<file path="config.mk">
export PLATFORM = sky130hd
export DESIGN_NAME = button_debounce_events_unit
export DESIGN_NICKNAME = d
export VERILOG_FILES = /design/src/design/bde_pkg.sv /design/src/design/button_debounce_events_unit.sv
export SDC_FILE = /design/constraint.sdc
export NUM_CORES = 1
export LEC_CHECK = 0
export ABC_AREA = 1
export BUFFER_PORTS_ARGS = -buffer_cell sky130_fd_sc_hd__buf_2
export CAP_MARGIN = 20
export CORE_MARGIN = 10
export CORE_UTILIZATION = 50
export DETAILED_ROUTE_END_ITERATION = 12
export MAX_ROUTING_LAYER = met4
export PLACE_DENSITY = 0.67
export SLEW_MARGIN = 30
export SYNTH_ARGS = -nofsm -noshare
export SYNTH_HDL_FRONTEND = slang
export SYNTH_SLANG_ARGS = --single-unit
</file>
<file path="constraint.sdc">
create_clock -name clk -period 5.98 [get_ports clk]
set_input_delay 0.897 -clock clk [delete_from_list [all_inputs] [get_ports clk]]
set_output_delay 0.897 -clock clk [all_outputs]
set_load 0.01 [all_outputs]
</file>
<file path="src/design/bde_pkg.sv">
// ----------------------------------------------------------------------------
// bde_pkg
// Shared types and constants for the debounced push-button event unit.
// ----------------------------------------------------------------------------
`default_nettype none

package bde_pkg;

    localparam int unsigned TIME_W       = 32;
    localparam int unsigned SAMPLE_W     = 10;
    localparam int unsigned DEBOUNCE_W   = 8;
    localparam int unsigned COUNT_W      = 4;
    localparam int unsigned REARM_W      = 16;
    localparam int unsigned KIND_W       = 2;
    localparam int unsigned CFG_INDEX_W  = 3;
    localparam int unsigned CFG_DATA_W   = 16;

    // event codes
    localparam logic [KIND_W-1:0] EV_PRESS   = 2'd0;
    localparam logic [KIND_W-1:0] EV_HOLD    = 2'd1;
    localparam logic [KIND_W-1:0] EV_RELEASE = 2'd2;

    // configuration register indexes
    localparam logic [CFG_INDEX_W-1:0] CFG_SAMPLE_PERIOD   = 3'd0;
    localparam logic [CFG_INDEX_W-1:0] CFG_DEBOUNCE_PERIOD = 3'd1;
    localparam logic [CFG_INDEX_W-1:0] CFG_DEBOUNCE_COUNT  = 3'd2;
    localparam logic [CFG_INDEX_W-1:0] CFG_REARM_DELAY     = 3'd3;
    localparam logic [CFG_INDEX_W-1:0] CFG_ACTIVE_LEVEL    = 3'd4;

    // reset values of the configuration registers
    localparam logic [SAMPLE_W-1:0]   RST_SAMPLE_PERIOD   = 10'd20;
    localparam logic [DEBOUNCE_W-1:0] RST_DEBOUNCE_PERIOD = 8'd5;
    localparam logic [COUNT_W-1:0]    RST_DEBOUNCE_COUNT  = 4'd3;
    localparam logic [REARM_W-1:0]    RST_REARM_DELAY     = 16'd50;
    localparam logic                  RST_ACTIVE_LEVEL    = 1'b0;

    typedef struct packed {
        logic [TIME_W-1:0] now_ms;
        logic              pin_level;
        logic              suppress_release;
    } in_item_t;

    typedef struct packed {
        logic [KIND_W-1:0] event_kind;
        logic [TIME_W-1:0] elapsed_ms;
    } out_item_t;

endpackage

`default_nettype wire

</file>
<file path="src/design/button_debounce_events_unit.sv">
// ----------------------------------------------------------------------------
// button_debounce_events_unit
// Turns timed raw pin polls into debounced press, hold and release events.
// ----------------------------------------------------------------------------
// One poll is taken every clock cycle while input stall is low. A poll is
// registered on entry, then the sampling, settling and event decision is
// made in combinational logic on the held state, and any event lands in a
// result register. The state update of one poll is complete before the
// next poll is evaluated, so consecutive polls need no gap. Input stall
// is raised only while a poll waits behind an event that is itself stalled.
// Configuration registers are to be written while no poll is in flight.
`default_nettype none

module button_debounce_events_unit
(
    input  wire                                    clk,
    input  wire                                    rst_n,

    input  wire                                    in_valid,
    output logic                                   in_stall,
    input  bde_pkg::in_item_t                      in_data,

    output logic                                   out_valid,
    input  wire                                    out_stall,
    output bde_pkg::out_item_t                     out_data,

    input  wire                                    cfg_we,
    input  wire  [bde_pkg::CFG_INDEX_W-1:0]        cfg_index,
    input  wire  [bde_pkg::CFG_DATA_W-1:0]         cfg_data
);

    // configuration
    logic [bde_pkg::SAMPLE_W-1:0]   sample_period_reg;
    logic [bde_pkg::DEBOUNCE_W-1:0] debounce_period_reg;
    logic [bde_pkg::COUNT_W-1:0]    debounce_count_reg;
    logic [bde_pkg::REARM_W-1:0]    rearm_delay_reg;
    logic                           active_level_reg;

    // input stage
    logic                           in_valid_reg;
    bde_pkg::in_item_t              in_data_reg;

    // debounce state
    logic [bde_pkg::TIME_W-1:0]     last_sample_time_reg, last_sample_time_next;
    logic [bde_pkg::COUNT_W-1:0]    settle_count_reg, settle_count_next;
    logic                           last_level_reg, last_level_next;
    logic                           pressed_reg, pressed_next;
    logic [bde_pkg::TIME_W-1:0]     press_time_reg, press_time_next;
    logic [bde_pkg::TIME_W-1:0]     release_time_reg, release_time_next;
    logic                           release_muted_reg, release_muted_next;

    // result stage
    logic                           out_valid_reg;
    bde_pkg::out_item_t             out_data_reg;

    logic                           advance;
    logic [bde_pkg::TIME_W-1:0]     since_sample;
    logic [bde_pkg::TIME_W-1:0]     since_release;
    logic [bde_pkg::TIME_W-1:0]     since_press;
    logic [bde_pkg::TIME_W-1:0]     spacing;
    logic                           sampled;
    logic [bde_pkg::COUNT_W-1:0]    settle_eff;
    logic                           commit;
    logic                           now_pressed;
    logic                           rearm_ok;
    logic                           emit;
    bde_pkg::out_item_t             result;

    assign advance  = in_valid_reg && (!out_valid_reg || !out_stall);
    assign in_stall = in_valid_reg && !advance;

    assign out_valid = out_valid_reg;
    assign out_data  = out_data_reg;

    always_comb
    begin
        since_sample  = in_data_reg.now_ms - last_sample_time_reg;
        since_release = in_data_reg.now_ms - release_time_reg;
        since_press   = in_data_reg.now_ms - press_time_reg;
        if (settle_count_reg == '0)
        begin
            spacing = {{(bde_pkg::TIME_W-bde_pkg::SAMPLE_W){1'b0}}, sample_period_reg};
        end
        else
        begin
            spacing = {{(bde_pkg::TIME_W-bde_pkg::DEBOUNCE_W){1'b0}}, debounce_period_reg};
        end
        sampled    = since_sample >= spacing;
        // a level change restarts settling
        settle_eff = (in_data_reg.pin_level != last_level_reg) ? bde_pkg::COUNT_W'(1)
                                                               : settle_count_reg;
        commit      = settle_eff >= debounce_count_reg;
        now_pressed = in_data_reg.pin_level == active_level_reg;
        rearm_ok    = since_release >= {{(bde_pkg::TIME_W-bde_pkg::REARM_W){1'b0}},
                                        rearm_delay_reg};

        last_sample_time_next = last_sample_time_reg;
        settle_count_next     = settle_count_reg;
        last_level_next       = last_level_reg;
        pressed_next          = pressed_reg;
        press_time_next       = press_time_reg;
        release_time_next     = release_time_reg;
        release_muted_next    = release_muted_reg | in_data_reg.suppress_release;
        emit                  = 1'b0;
        result.event_kind     = bde_pkg::EV_PRESS;
        result.elapsed_ms     = since_release;

        if (sampled)
        begin
            last_sample_time_next = in_data_reg.now_ms;
            last_level_next       = in_data_reg.pin_level;
            if (!commit)
            begin
                settle_count_next = settle_eff + bde_pkg::COUNT_W'(1);
            end
            else
            begin
                settle_count_next = '0;
                pressed_next      = now_pressed;
                if (rearm_ok)
                begin
                    if (now_pressed && !pressed_reg)
                    begin
                        press_time_next   = in_data_reg.now_ms;
                        emit              = 1'b1;
                        result.event_kind = bde_pkg::EV_PRESS;
                        result.elapsed_ms = since_release;
                    end
                    else if (now_pressed && pressed_reg)
                    begin
                        emit              = 1'b1;
                        result.event_kind = bde_pkg::EV_HOLD;
                        result.elapsed_ms = since_press;
                    end
                    else if (!now_pressed && pressed_reg)
                    begin
                        // a pending mute swallows this release
                        emit               = !release_muted_next;
                        release_muted_next = 1'b0;
                        release_time_next  = in_data_reg.now_ms;
                        result.event_kind  = bde_pkg::EV_RELEASE;
                        result.elapsed_ms  = since_press;
                    end
                end
            end
        end
    end

    always_ff @(posedge clk or negedge rst_n)
    begin
        if (!rst_n)
        begin
            sample_period_reg   <= bde_pkg::RST_SAMPLE_PERIOD;
            debounce_period_reg <= bde_pkg::RST_DEBOUNCE_PERIOD;
            debounce_count_reg  <= bde_pkg::RST_DEBOUNCE_COUNT;
            rearm_delay_reg     <= bde_pkg::RST_REARM_DELAY;
            active_level_reg    <= bde_pkg::RST_ACTIVE_LEVEL;
        end
        else if (cfg_we)
        begin
            unique case (cfg_index)
                bde_pkg::CFG_SAMPLE_PERIOD:
                    sample_period_reg   <= cfg_data[bde_pkg::SAMPLE_W-1:0];
                bde_pkg::CFG_DEBOUNCE_PERIOD:
                    debounce_period_reg <= cfg_data[bde_pkg::DEBOUNCE_W-1:0];
                bde_pkg::CFG_DEBOUNCE_COUNT:
                    debounce_count_reg  <= cfg_data[bde_pkg::COUNT_W-1:0];
                bde_pkg::CFG_REARM_DELAY:
                    rearm_delay_reg     <= cfg_data[bde_pkg::REARM_W-1:0];
                bde_pkg::CFG_ACTIVE_LEVEL:
                    active_level_reg    <= cfg_data[0];
                default:
                    ;
            endcase
        end
    end

    always_ff @(posedge clk or negedge rst_n)
    begin
        if (!rst_n)
        begin
            in_valid_reg         <= 1'b0;
            out_valid_reg        <= 1'b0;
            last_sample_time_reg <= '0;
            settle_count_reg     <= '0;
            last_level_reg       <= 1'b0;
            pressed_reg          <= 1'b0;
            press_time_reg       <= '0;
            release_time_reg     <= '0;
            release_muted_reg    <= 1'b0;
        end
        else
        begin
            if (!in_stall)
            begin
                in_valid_reg <= in_valid;
            end
            if (advance)
            begin
                out_valid_reg        <= emit;
                last_sample_time_reg <= last_sample_time_next;
                settle_count_reg     <= settle_count_next;
                last_level_reg       <= last_level_next;
                pressed_reg          <= pressed_next;
                press_time_reg       <= press_time_next;
                release_time_reg     <= release_time_next;
                release_muted_reg    <= release_muted_next;
            end
            else if (!out_stall)
            begin
                out_valid_reg <= 1'b0;
            end
        end
    end

    // payload registers
    always_ff @(posedge clk)
    begin
        if (in_valid && !in_stall)
        begin
            in_data_reg <= in_data;
        end
        if (advance && emit)
        begin
            out_data_reg <= result;
        end
    end

`ifndef SYNTHESIS
    ap_stall_only_behind_result: assert property (@(posedge clk) disable iff (!rst_n)
        in_stall |-> (out_valid_reg && out_stall))
        else $error("input stalled with result stage free");

    ap_kind_legal: assert property (@(posedge clk) disable iff (!rst_n)
        out_valid_reg |-> (out_data_reg.event_kind == bde_pkg::EV_PRESS
                        || out_data_reg.event_kind == bde_pkg::EV_HOLD
                        || out_data_reg.event_kind == bde_pkg::EV_RELEASE))
        else $error("illegal event kind");

    ap_press_state: assert property (@(posedge clk) disable iff (!rst_n)
        (out_valid_reg && out_data_reg.event_kind == bde_pkg::EV_PRESS)
        |-> (pressed_reg && press_time_reg == last_sample_time_reg))
        else $error("press beat without press state recorded");

    ap_hold_state: assert property (@(posedge clk) disable iff (!rst_n)
        (out_valid_reg && out_data_reg.event_kind == bde_pkg::EV_HOLD) |-> pressed_reg)
        else $error("hold beat while released");

    ap_release_state: assert property (@(posedge clk) disable iff (!rst_n)
        (out_valid_reg && out_data_reg.event_kind == bde_pkg::EV_RELEASE)
        |-> (!pressed_reg && release_time_reg == last_sample_time_reg
             && !release_muted_reg))
        else $error("release beat without release state recorded");
`endif

endmodule

`default_nettype wire

</file>
==> Yosys cells after proc, flatten, opt, wreduce, memory -nomap -nowiden <==
Cells that the tools add are included.
{ "word_totals": {"inputBits": 58, "reg_bits": 212, "wordCells": 91, "out_inout_bits": 36} }
{ "op_classes": {"mux": 23, "n_lt_le_gt_ge": 3, "addsub": 4, "reduce_logical": 28, "n_eq_ne": 7, "n_bitwise": 6} }
{ "op_table": {"columns": ["cell", "n"], "rows": [
  ["$mux W32", 4],
  ["$sub A32 B32 Y32", 3],
  ["$mux W34", 1],
  ["$mux W33", 1],
  ["$ge A32 B16 Y1", 1],
  ["$ge A32 B32 Y1", 1],
  ["$mux W1", 14],
  ["$reduce_and A2 Y1", 6],
  ["$mux W10", 1],
  ["$mux W4", 2],
  ["$logic_and A1 B1 Y1", 7],
  ["$logic_not A1 Y1", 7],
  ["$reduce_and A7 Y1", 1],
  ["$eq A3 B2 Y1 const B", 2],
  ["$not A1 Y1", 5],
  ["$reduce_and A5 Y1", 1],
  ["$reduce_or A5 Y1", 1],
  ["$add A4 B1 Y4 const B", 1],
  ["$ge A4 B4 Y1", 1],
  ["$logic_not A4 Y1", 1],
  ["$reduce_or A4 Y1", 1],
  ["$eq A3 B1 Y1 const B", 1],
  ["$eq A3 B3 Y1 const B", 1],
  ["$logic_not A3 Y1", 1],
  ["other kinds (6)", 6]
]} }

==> Longest topological paths before layout <==
Gate-level depths: netlist of the first run.
{ "depth": {"depth_word": 10, "ltp_mapped": 29, "ltp_nobuf": 28} }

==> Worst setup path after synthesis of the first run <==
No wires, ideal clock.
{ "synth_path": {"path_type": "reg-to-reg", "from": "register in_data_reg[2] in the netlist's numbering", "to": "register out_data_reg, in the netlist out_data[0], enable pin", "n_path_buf": 1, "stages_incl_launch_ff": 26, "arrival_time_ns": 4.285, "synth_period_minus_slack_ns": 4.710, "slack_ns": 1.270, "required_time_ns": 5.555, "setup_ns": 0.425, "path_cell_list": "edfxtp_1 -> inv_1 -> ha_1 -> inv_1 -> fa_1 -> nand2_1 -> nand2_1 -> nand3_1 -> nand2_1 -> nand2_1 -> nand2_1 -> xor2_1 -> ha_1 -> nand2_1 -> nor2_1 -> a211oi_1 -> a21oi_1 -> nor2_1 -> nand2_1 -> nor2_1 -> nand2_1 -> nor2_1 -> nor2_2 -> buf_6 -> nand2_1 -> nor2_1"} }
{ "synth_between": {"elab_chain_cells": 6, "elab_cells_between_ends": 8, "cone_classes": "add/sub (2); order compare (2); mux (3); reduce/logical (1)"} }
{ "synth_lines": {"columns": ["element", "line", "rtl"], "rows": [
  ["start, declared", "button_debounce_events_unit.sv:41", "bde_pkg::in_item_t in_data_reg;"],
  ["start signal, assigned", "button_debounce_events_unit.sv:221", "in_data_reg <= in_data;"],
  ["$sub A32 B32 Y32", "button_debounce_events_unit.sv:78", "since_release = in_data_reg.now_ms - release_time_reg;"],
  ["$ge A32 B16 Y1", "button_debounce_events_unit.sv:94", "rearm_ok = since_release >= {{(bde_pkg::TIME_W-bde_pkg::REARM_W){1'b0}},"],
  ["$mux W1", "button_debounce_events_unit.sv:120", "if (rearm_ok)"],
  ["$mux W1", "button_debounce_events_unit.sv:112", "if (!commit)"],
  ["$mux W1 (*)", "button_debounce_events_unit.sv:108", "if (sampled)"],
  ["$logic_and A1 B1 Y1 (*)", "button_debounce_events_unit.sv:223", "if (advance && emit)"],
  ["end signal, assigned", "button_debounce_events_unit.sv:225", "out_data_reg <= result;"],
  ["end, declared", "button_debounce_events_unit.sv:54", "bde_pkg::out_item_t out_data_reg;"]
]} }
Every way passes the cells marked *; elsewhere a longest branch is shown, timed or not.
A chain may end at the register's enable or synchronous reset.

==> metrics.md, run 1 <==
| Metric | Value |
|---|---|
| Largest net degree at the start of global routing | 115 |
| Global-route usage over all layers | 25.7% |
| Netlist cell types | 39 |
| Layout cells sized above 1 | a little over 7% |
| Initial Util | 50.4% |
| Fin crit share | between 80% and 90% |
| Most frequent cells in the layout | nand2_1 (862), inv_1 (465), nor2_1 (150) |
| Synth warn | 0 |
| Critical Path RT | approximately 6200 ps |
| Placed Area | 17200 µm² |
| Diode count | 0 |
| Clock Skews | about 10 ps |
| CTS tree | built |
| Worst vdd ir | between 0.0002 and 0.0003 V |
| Synth Instances | between 2000 and 2500 |
| # fillers | 3281 |
| Initial antenna violation count | 0 |
| Largest family of logic cells by synthesized area | simple AND/OR/NAND/NOR gates |
| Max-Cap Viols | 0 |
| Max-slew violations | 0 |
| CP Max Fanout | between 50 and 60 |
| DRT Pass-1 Iters | 5 |
| Clock Latency Late Sink | 550 ps |
| Die Wd | roughly 200 µm |
| Synth Area in XOR/XNOR | roughly 3.0% |
| Wire length of the first global-routing pass | 80800 µm |
| Synth-to-layout area growth | 11.1% |
| Total power density per cell area | approximately 550 nW/µm² |
| Drc violations | 0 |
| Setup TNS | 0 ps |
| RSZ-0062 raised after global routing | false |
| Layout Nets | about 2700 |
| Total die area | 40200 µm² |
| Slew HR | a little over a fifth |
| Row count | 66 |
| Nature of the critical path startpoint | flop |
| Seq cells post-synth | approximately 210 |
| Mux cell area share after synthesis | 0.499% |
| CTS sink count | around 210 |
| Setup Buffers After CTS | 0 |
| Post-Route WL | 50900 µm |
| Worst-path clk slew | 60 ps |
| Worst min path class | in -> async |
| Clock tree root buffer cell | clkbuf_16 |
| Final Hold Vio Count | 0 |
| Pwr Total | a little under 10 mW |
| DR vias | 15321 |
| Htree depth | 1 |
| Final instance area | approximately 18000 µm² |
| Synthesized area | about 16000 µm² |
| Static leakage | roughly 10 nW |
| Die outline height | roughly 200 µm |
| Fin crit period | between 5000 and 6000 ps |
| Simple-gate portion of the synthesized area | between 30% and 40% |
| DRT iter0 DRCs | ~1200 |
| Dpl hpwl | roughly 41000 µm |
| CP Capture Type | flop |
| Num CTS Buffers | 26 |
| Crit Path Category | reg -> reg |
| Worst-Margin Slew | roughly 1200 ps |
| # IOs | 94 |
| Antenna violation net count after detailed routing | 0 |
| Syn_area_per_cell | between 6 and 7 µm² |
| CTS max path bufs | 3 |
| Register area share after synthesis | between 30% and 40% |
| Status | complete, no violations |
| Peak Freq | approximately 0.2 GHz |
| Vias per Instance | 5.19 |
| RD Place Congestion | between 0.9 and 1 |
| WP data arrival | about 5400 ps |
| Grt total ovfl | 0 |
| Buffers on Ports | 93 |
| Vias in the first global route | between 10000 and 15000 |
| Core area | 32400 µm² |
| Commonest non-fill, non-tap cell in the layout | nand2_1 |
| Area share of fa/ha/maj cells after synthesis | 9.88% |
| Synth Area in Compound Gates | around 7.7% |
| CTS resizes | 0 |
| Hold-fix buffers, CTS | 0 |
| Setup Viol. Count Final | 0 |
| Syn_nets | about 2600 |
| WL per Instance | about 17 µm |
[synthesized netlist by cell type, drive strengths merged]
cell / n / share of area, %
edfxtp: 68 / 13
a21boi: 1 / 0.046
o21bai: 6 / 0.28
clkbuf: 18 / 0.42
mux2i: 7 / 0.43
dfstp: 9 / 1.5
a31o: 2 / 0.11
a21o: 2 / 0.092
xnor2: 15 / 0.81
buf: 32 / 1.2
xor2: 41 / 2.2
o21a: 3 / 0.14
or2: 4 / 0.15
inv: 465 / 11
mux2: 1 / 0.069
a211oi: 4 / 0.18
nor4: 2 / 0.077
ha: 124 / 9.5
nor2: 155 / 3.6
fa: 3 / 0.37
a221oi: 1 / 0.054
and3: 6 / 0.23
nor3: 22 / 0.74
nand3b: 9 / 0.41
a31oi: 2 / 0.077
o21ai: 129 / 4.0
nand4: 93 / 3.7
nand3: 87 / 2.7
dfrtp: 135 / 21
nand2: 862 / 20
and2: 10 / 0.38
a21oi: 91 / 2.8
[final timing paths]
check / from / to / slack (ps) / depth (start not counted)
worst min-delay path: rst_n / debounce_period_reg[6] / 430 / 1
worst max register to register: in_data_reg[2] / out_data[7] / 880 / 24
max in group asynchronous: rst_n / last_sample_time_reg[6] / 4360 / 2
worst min register to register: press_time_reg[11] / press_time_reg[11] / 470 / 2
worst max-delay path: in_data_reg[2] / out_data[7] / 880 / 24
min in group clk: press_time_reg[11] / press_time_reg[11] / 470 / 2
[power breakdown]
group          internal (mW)  switching (mW)
clock                  0.992           0.643
sequential              2.06           0.260
combinational           1.95            4.00
[routing by layer]
metal / part of all wire (%) / vias up / track usage, %
met4: 2.9 / 0 / 7.76
met5: 0 / - / -
met1: 46 / 7148 / 34.0
met2: 45 / 364 / 40.0
met3: 5.6 / 72 / 3.65
li1: - / 7737 / -
[kinds of logic after synthesis]
kind of cell,after synthesis
simple gates,1250
buf+inv,515
compound gates,241
flops,212
fa+ha+maj,127
xor+xnor,56
mux,8
[critical path, cell delays in order, from the launching register on]
cell and delay (ps):
edfxtp_1 420, inv_1 160, ha_1 200, inv_1 100, fa_1 470, nand2_1 110, nand3_1 190, xor2_1 210
ha_1 300, nand2_1 80, nor2_1 60, nand2_1 50, nand2_1 40, nor2_1 80, nand2_1 60, nand2_1 50
nand2_1 60, nor3_1 130, nand2_1 100, nor2_1 150, nand2_1 80, nor2_1 300, nand2_1 550, nand3_4 650
o21ai_0 220
[final cells by class]
class / instances / area [µm²] / share of cell area (%)
Clock inverter: 13 / 143 / 0.787
Multi-Input combinational cell: 1682 / 8680 / 47.9
Tap cell: 442 / 553 / 3.05
Timing Repair Buffer: 105 / 577 / 3.18
Sequential cell: 212 / 5660 / 31.2
Clock buffer: 35 / 767 / 4.23
Inverter: 465 / 1750 / 9.63
[through the flow]
stage               hold slack (ps)  utilization [%]  setup slack, ps  std cells
finish                          432             56.0              878       2954
global route                    484             56.0              479       2954
CTS                             473             56.0              650       2954
detailed placement              458             53.1              682       2906
global placement                453             53.1              690       2906
floorplan                       442                -             1270       2409
(Power assumes the default switching activity.)
==> run 2: changes to the inputs <==
Settings changed: BUFFER_PORTS_ARGS -buffer_cell sky130_fd_sc_hd__buf_2 to not set, DONT_BUFFER_PORTS set to 1, PLACE_DENSITY 0.67 to not set.
Clock period 5.98 ns to 5.6 ns, I/O delays scaled along.
==> run 2 against run 1 <==
  * Maximum frequency is 2.2% higher
  * Die area stayed put
  * Final area is 3.0% lower
  * Setup slack worse by 270 ps
  * Sequential cell count stayed put
  * Clock skew is 9.9 ps higher
  * Combinational power is 4.2% higher
==> metrics.md, run 2 (synthesis gave the netlist of run 1 again) <==
| Metric | Value |
|---|---|
| Status | complete, no violations (unchanged) |
| Clock Latency Late Sink | 560 ps (was 550 ps) |
| Setup Viol. Count Final | 0 (unchanged) |
| RSZ-0062 raised after global routing | false (unchanged) |
| Peak Freq | 0.200 GHz (was 0.196 GHz) |
| Diode count | 0 (unchanged) |
| Largest net degree at the start of global routing | 136 (was 115) |
| Vias per Instance | 5.22 (was 5.19) |
| Core area | 32400 µm² (unchanged) |
| CP Capture Type | flop (unchanged) |
| DRT Pass-1 Iters | 5 (unchanged) |
| Setup TNS | 0 ps (unchanged) |
| RD Place Congestion | 0.995 (was 0.993) |
| Total power density per cell area | 585 nW/µm² (was 546 nW/µm²) |
| Worst min path class | in -> async (unchanged) |
| CTS sink count | 212 (unchanged) |
| Global-route usage over all layers | 25.0% (was 25.7%) |
| DR vias | 14944 (was 15321) |
| Initial Util | 50.4% (unchanged) |
| Wire length of the first global-routing pass | 78100 µm (was 80800 µm) |
| Dpl hpwl | 40300 µm (was 41000 µm) |
| Die Wd | 201 µm (unchanged) |
| Htree depth | 1 (unchanged) |
| Worst-Margin Slew | 854 ps (was 1170 ps) |
| Clock Skews | 20.3 ps (was 10.4 ps) |
| Antenna violation net count after detailed routing | 0 (unchanged) |
| CTS tree | built (unchanged) |
| CTS resizes | 0 (unchanged) |
| Die outline height | 201 µm (unchanged) |
| Post-Route WL | 50100 µm (was 50900 µm) |
| Slew HR | 42.6% (was 21.1%) |
| Hold-fix buffers, CTS | 1 (was 0) |
| Vias in the first global route | 14348 (was 14870) |
| Nature of the critical path startpoint | flop (unchanged) |
| Grt total ovfl | 0 (unchanged) |
| # IOs | 94 (unchanged) |
| Layout cells sized above 1 | 3.39% (was 7.09%) |
| Total die area | 40200 µm² (unchanged) |
| Synth-to-layout area growth | 7.75% (was 11.1%) |
| Max-slew violations | 0 (unchanged) |
| Pre-CTS setup slack | 441 ps (was 682 ps) |
| CTS max path bufs | 3 (unchanged) |
| Setup Buffers After CTS | 0 (unchanged) |
| Worst vdd ir | 0.000444 V (was 0.000270 V) |
| Buffers on Ports | 0 (was 93) |
| # fillers | 3301 (was 3281) |
| Max-Cap Viols | 0 (unchanged) |
| CP Max Fanout | 27 (was 54) |
| Layout Nets | 2588 (was 2677) |
| Row count | 66 (unchanged) |
| Crit Path Category | reg -> reg (unchanged) |
| Critical Path RT | 6090 ps (was 6240 ps) |
| Most frequent cells in the layout | nand2_1 (862), inv_1 (465), nor2_1 (150) (unchanged) |
| Num CTS Buffers | 24 (was 26) |
| Fin crit share | 89.2% (was 85.3%) |
| Worst-path clk slew | 60 ps (about the same) |
| Pwr Total | 10.3 mW (was 9.90 mW) |
| Fin crit period | 4990 ps (was 5100 ps) |
| Final hold slack | 122 ps (was 432 ps) |
| Static leakage | 9.58 nW (was 9.99 nW) |
| Commonest non-fill, non-tap cell in the layout | nand2_1 (unchanged) |
| Final Hold Vio Count | 0 (unchanged) |
| Post-route worst setup slack | 607 ps (was 878 ps) |
| Initial antenna violation count | 1 (was 0) |
| Drc violations | 0 (unchanged) |
| WP data arrival | 5490 ps (was 5360 ps) |
| Clock tree root buffer cell | clkbuf_16 (unchanged) |
| Post-layout util | 54.3% (was 56.0%) |
| WL per Instance | 17.5 µm (was 17.2 µm) |
| DRT iter0 DRCs | 1133 (was 1235) |
[run 2: path summary, 6_finish.rpt]
path,from,endpoint,slack [ps],cells past startpoint
min in group clk,in_data[30],in_data_reg[30],370,0
setup reg to reg,in_data_reg[2],release_time_reg[30],610,26
setup / recovery,in_data_reg[2],release_time_reg[30],610,26
max in group asynchronous,rst_n,press_time_reg[26],4790,1
hold reg to reg,press_time_reg[20],press_time_reg[20],470,2
hold / removal,rst_n,debounce_period_reg[2],120,0
[run 2: critical path, stage by stage, from the launching register on]
cell and delay [ps]:
edfxtp_1 410, inv_1 160, ha_1 220, inv_1 110
fa_1 460, nand2_1 90, nand2_1 80, nand3_1 80
nand2_1 140, nand2_1 90, nand2_1 110, xor2_1 240
ha_1 290, nand2_1 60, nor2_1 40, a211oi_1 220
nand3_1 110, nor2_1 260, nand2_1 80, nor2_1 100
nand2_1 50, nor2_1 360, nor2_4 200, nand4_1 390
buf_4 380, nand2_1 100, nand2_1 80
[run 2: power breakdown]
part / total (mW) / internal (mW) / switching (mW)
logic: 6.20 / 2.04 / 4.17
registers: 2.53 / 2.20 / 0.326
clock network: 1.54 / 0.882 / 0.659
[run 2: area by class of cell]
cell class	instances	area [µm²]	area share [%]
well taps	442	553	3.15
repair buffers	18	175	0.997
inverters	465	1750	9.93
flip-flops and latches	212	5660	32.2
multi-input cells	1682	8680	49.4
clock buffers	29	619	3.52
clock inverters	15	140	0.798
[run 2: metrics by stage]
stage                     cells  area (µm²)
after floorplan            2409       16300
after global placement     2817       16700
after detailed placement   2817       16700
after CTS                  2862       17500
after global routing       2863       17600
final                      2863       17600
[run 2: routing by layer]
layer,GRT usage (%),vias up,part of all wire (%)
met4,7.20,0,3.0
met2,39.5,372,45
met1,32.2,6949,46
met3,4.86,78,6.2
met5,-,-,0
li1,-,7545,-
==> run 3: changes to the inputs <==
Settings changed: BUFFER_PORTS_ARGS set to -buffer_cell sky130_fd_sc_hd__buf_2, DONT_BUFFER_PORTS 1 to not set, PLACE_DENSITY set to 0.67.
==> run 3 against run 2 <==
  * Count of clock-buffer cells in the layout grew 3
  * Core utilization grew 1.8 points
  * Sequential power shrank 3%
  * Sequential cell count is the same
  * Clock skew shrank 13 ps
  * Combinational power grew 3%
  * Hold slack gained 96 ps
  * Critical path type unchanged
==> metrics.md, run 3 (synthesis gave the netlist of run 1 again) <==
| Metric | Value |
|---|---|
| Status | complete, no violations (unchanged) |
| Initial antenna violation count | 0 (was 1) |
| Setup TNS | 0 ps (unchanged) |
| Peak Freq | 0.205 GHz (was 0.200 GHz) |
| Dpl hpwl | 40900 µm (was 40300 µm) |
| Hold-fix buffers, CTS | 0 (was 1) |
| # fillers | 3239 (was 3301) |
| Fin crit period | 4880 ps (was 4990 ps) |
| Worst path bufs/invs | 2 (was 3) |
| Htree depth | 1 (unchanged) |
| Diode count | 0 (unchanged) |
| Die Wd | 201 µm (unchanged) |
| WL per Instance | 17.0 µm (was 17.5 µm) |
| Largest net degree at the start of global routing | 89 (was 136) |
| Synth-to-layout area growth | 11.4% (was 7.75%) |
| Top cell family by delay on the critical path | simple AND/OR/NAND/NOR gates (unchanged) |
| Antenna violation net count after detailed routing | 0 (unchanged) |
| # IOs | 94 (unchanged) |
| Core area | 32400 µm² (unchanged) |
| Post-Route WL | 50400 µm (was 50100 µm) |
| Setup Viol. Count Final | 0 (unchanged) |
| Vias per Instance | 5.17 (was 5.22) |
| Commonest non-fill, non-tap cell in the layout | nand2_1 (unchanged) |
| Slowest-stage cell, CP | nand2_1 (was fa_1) |
| CTS resizes | 0 (unchanged) |
| Wire length of the first global-routing pass | 79600 µm (was 78100 µm) |
| CTS sink count | 212 (unchanged) |
| Critical Path Max Stage Delay | 630 ps (was 460 ps) |
| CTS max path bufs | 3 (unchanged) |
| Grt total ovfl | 0 (unchanged) |
| Nature of the critical path startpoint | flop (unchanged) |
| DR vias | 15337 (was 14944) |
| CP Capture Type | flop (unchanged) |
| Static leakage | 10.0 nW (was 9.58 nW) |
| Clock Latency Late Sink | 570 ps (was 560 ps) |
| Layout Nets | 2688 (was 2588) |
| Pre-CTS setup slack | 787 ps (was 441 ps) |
| Worst-path clk slew | 60 ps (about the same) |
| Clock tree root buffer cell | clkbuf_16 (unchanged) |
| Worst-Margin Slew | 947 ps (was 854 ps) |
| Buffers on Ports | 93 (was 0) |
| Slew HR | 36.3% (was 42.6%) |
| Metal-1 WL | 23000 µm (was 22900 µm) |
| Total die area | 40200 µm² (unchanged) |
| Vias in the first global route | 14961 (was 14348) |
| Pwr Total | 10.5 mW (was 10.3 mW) |
| Max-Cap Viols | 0 (unchanged) |
| Drc violations | 0 (unchanged) |
| Top sig layer | met4 (unchanged) |
| Total power density per cell area | 579 nW/µm² (was 585 nW/µm²) |
| Worst vdd ir | 0.000400 V (was 0.000444 V) |
| DRT Pass-1 Iters | 5 (unchanged) |
| WP data arrival | 5320 ps (was 5490 ps) |
| Initial Util | 50.4% (unchanged) |
| RSZ-0062 raised after global routing | false (unchanged) |
| Met3 Wirelength | 2490 µm (was 3090 µm) |
| Met2 wire length | 23200 µm (was 22600 µm) |
| CTS tree | built (unchanged) |
| CP Max Fanout | 12 (was 27) |
| Clock Skews | 7.78 ps (was 20.3 ps) |
| Final Hold Vio Count | 0 (unchanged) |
| Fin crit share | 87.1% (was 89.2%) |
| Max-slew violations | 0 (unchanged) |
| Crit Path Category | reg -> reg (unchanged) |
| Critical Path RT | 6040 ps (was 6090 ps) |
| DRT iter0 DRCs | 1145 (was 1133) |
| Die outline height | 201 µm (unchanged) |
| Worst path most repeated cell | nand2_1 (unchanged) |
| Most frequent cells in the layout | nand2_1 (862), inv_1 (465), nor2_1 (150) (unchanged) |
| Global-route usage over all layers | 25.3% (was 25.0%) |
| Layout cells sized above 1 | 7.38% (was 3.39%) |
| Row count | 66 (unchanged) |
| Num CTS Buffers | 25 (was 24) |
| RD Place Congestion | 1.00 (was 0.995) |
| Post-route worst setup slack | 725 ps (was 607 ps) |
| Worst min path class | in -> async (unchanged) |
| Setup Buffers After CTS | 0 (unchanged) |
[run 3: through the flow]
step	utilization [%]	hold slack [ps]	cell area, µm²	cells
floorplan	-	442	16300	2409
global placement	53.4	454	17300	2917
detailed placement	53.4	458	17300	2917
CTS	56.0	223	18100	2963
global route	56.1	241	18200	2964
finish	56.1	218	18200	2964
[run 3: power by group]
group	switching, mW	total [mW]	internal, mW	leakage [nW]
combinational	4.26	6.39	2.13	7.20
clock	0.702	1.67	0.964	0.401
sequential	0.268	2.46	2.19	2.41
[run 3: per-layer routing]
metal	vias up	GRT usage (%)
met1	7114	32.9
li1	7745	-
met5	-	-
met3	82	3.00
met2	396	40.1
met4	0	8.60
[run 3: final cells by class]
cell class	count	area, µm²	share of cell area (%)
Tap cell	442	553	3.04
Clock inverter	14	155	0.854
Timing Repair Buffer	117	697	3.84
Inverter	465	1750	9.61
Multi-Input combinational cell	1682	8670	47.8
Sequential cell	212	5660	31.1
Clock buffer	32	682	3.75
[run 3: path summary, 6_finish.rpt]
kind                            slack, ps                       to  cells after the start                  from
worst max-delay path                  720              pressed_reg                     26        in_data_reg[2]
worst min-delay path                  220     sample_period_reg[5]                      1                 rst_n
worst max register to register        720              pressed_reg                     26        in_data_reg[2]
worst min register to register        470     release_time_reg[18]                      2  release_time_reg[18]
max in group asynchronous            4300  last_sample_time_reg[5]                      2                 rst_n
min in group clk                      440          in_data_reg[18]                      1           in_data[18]
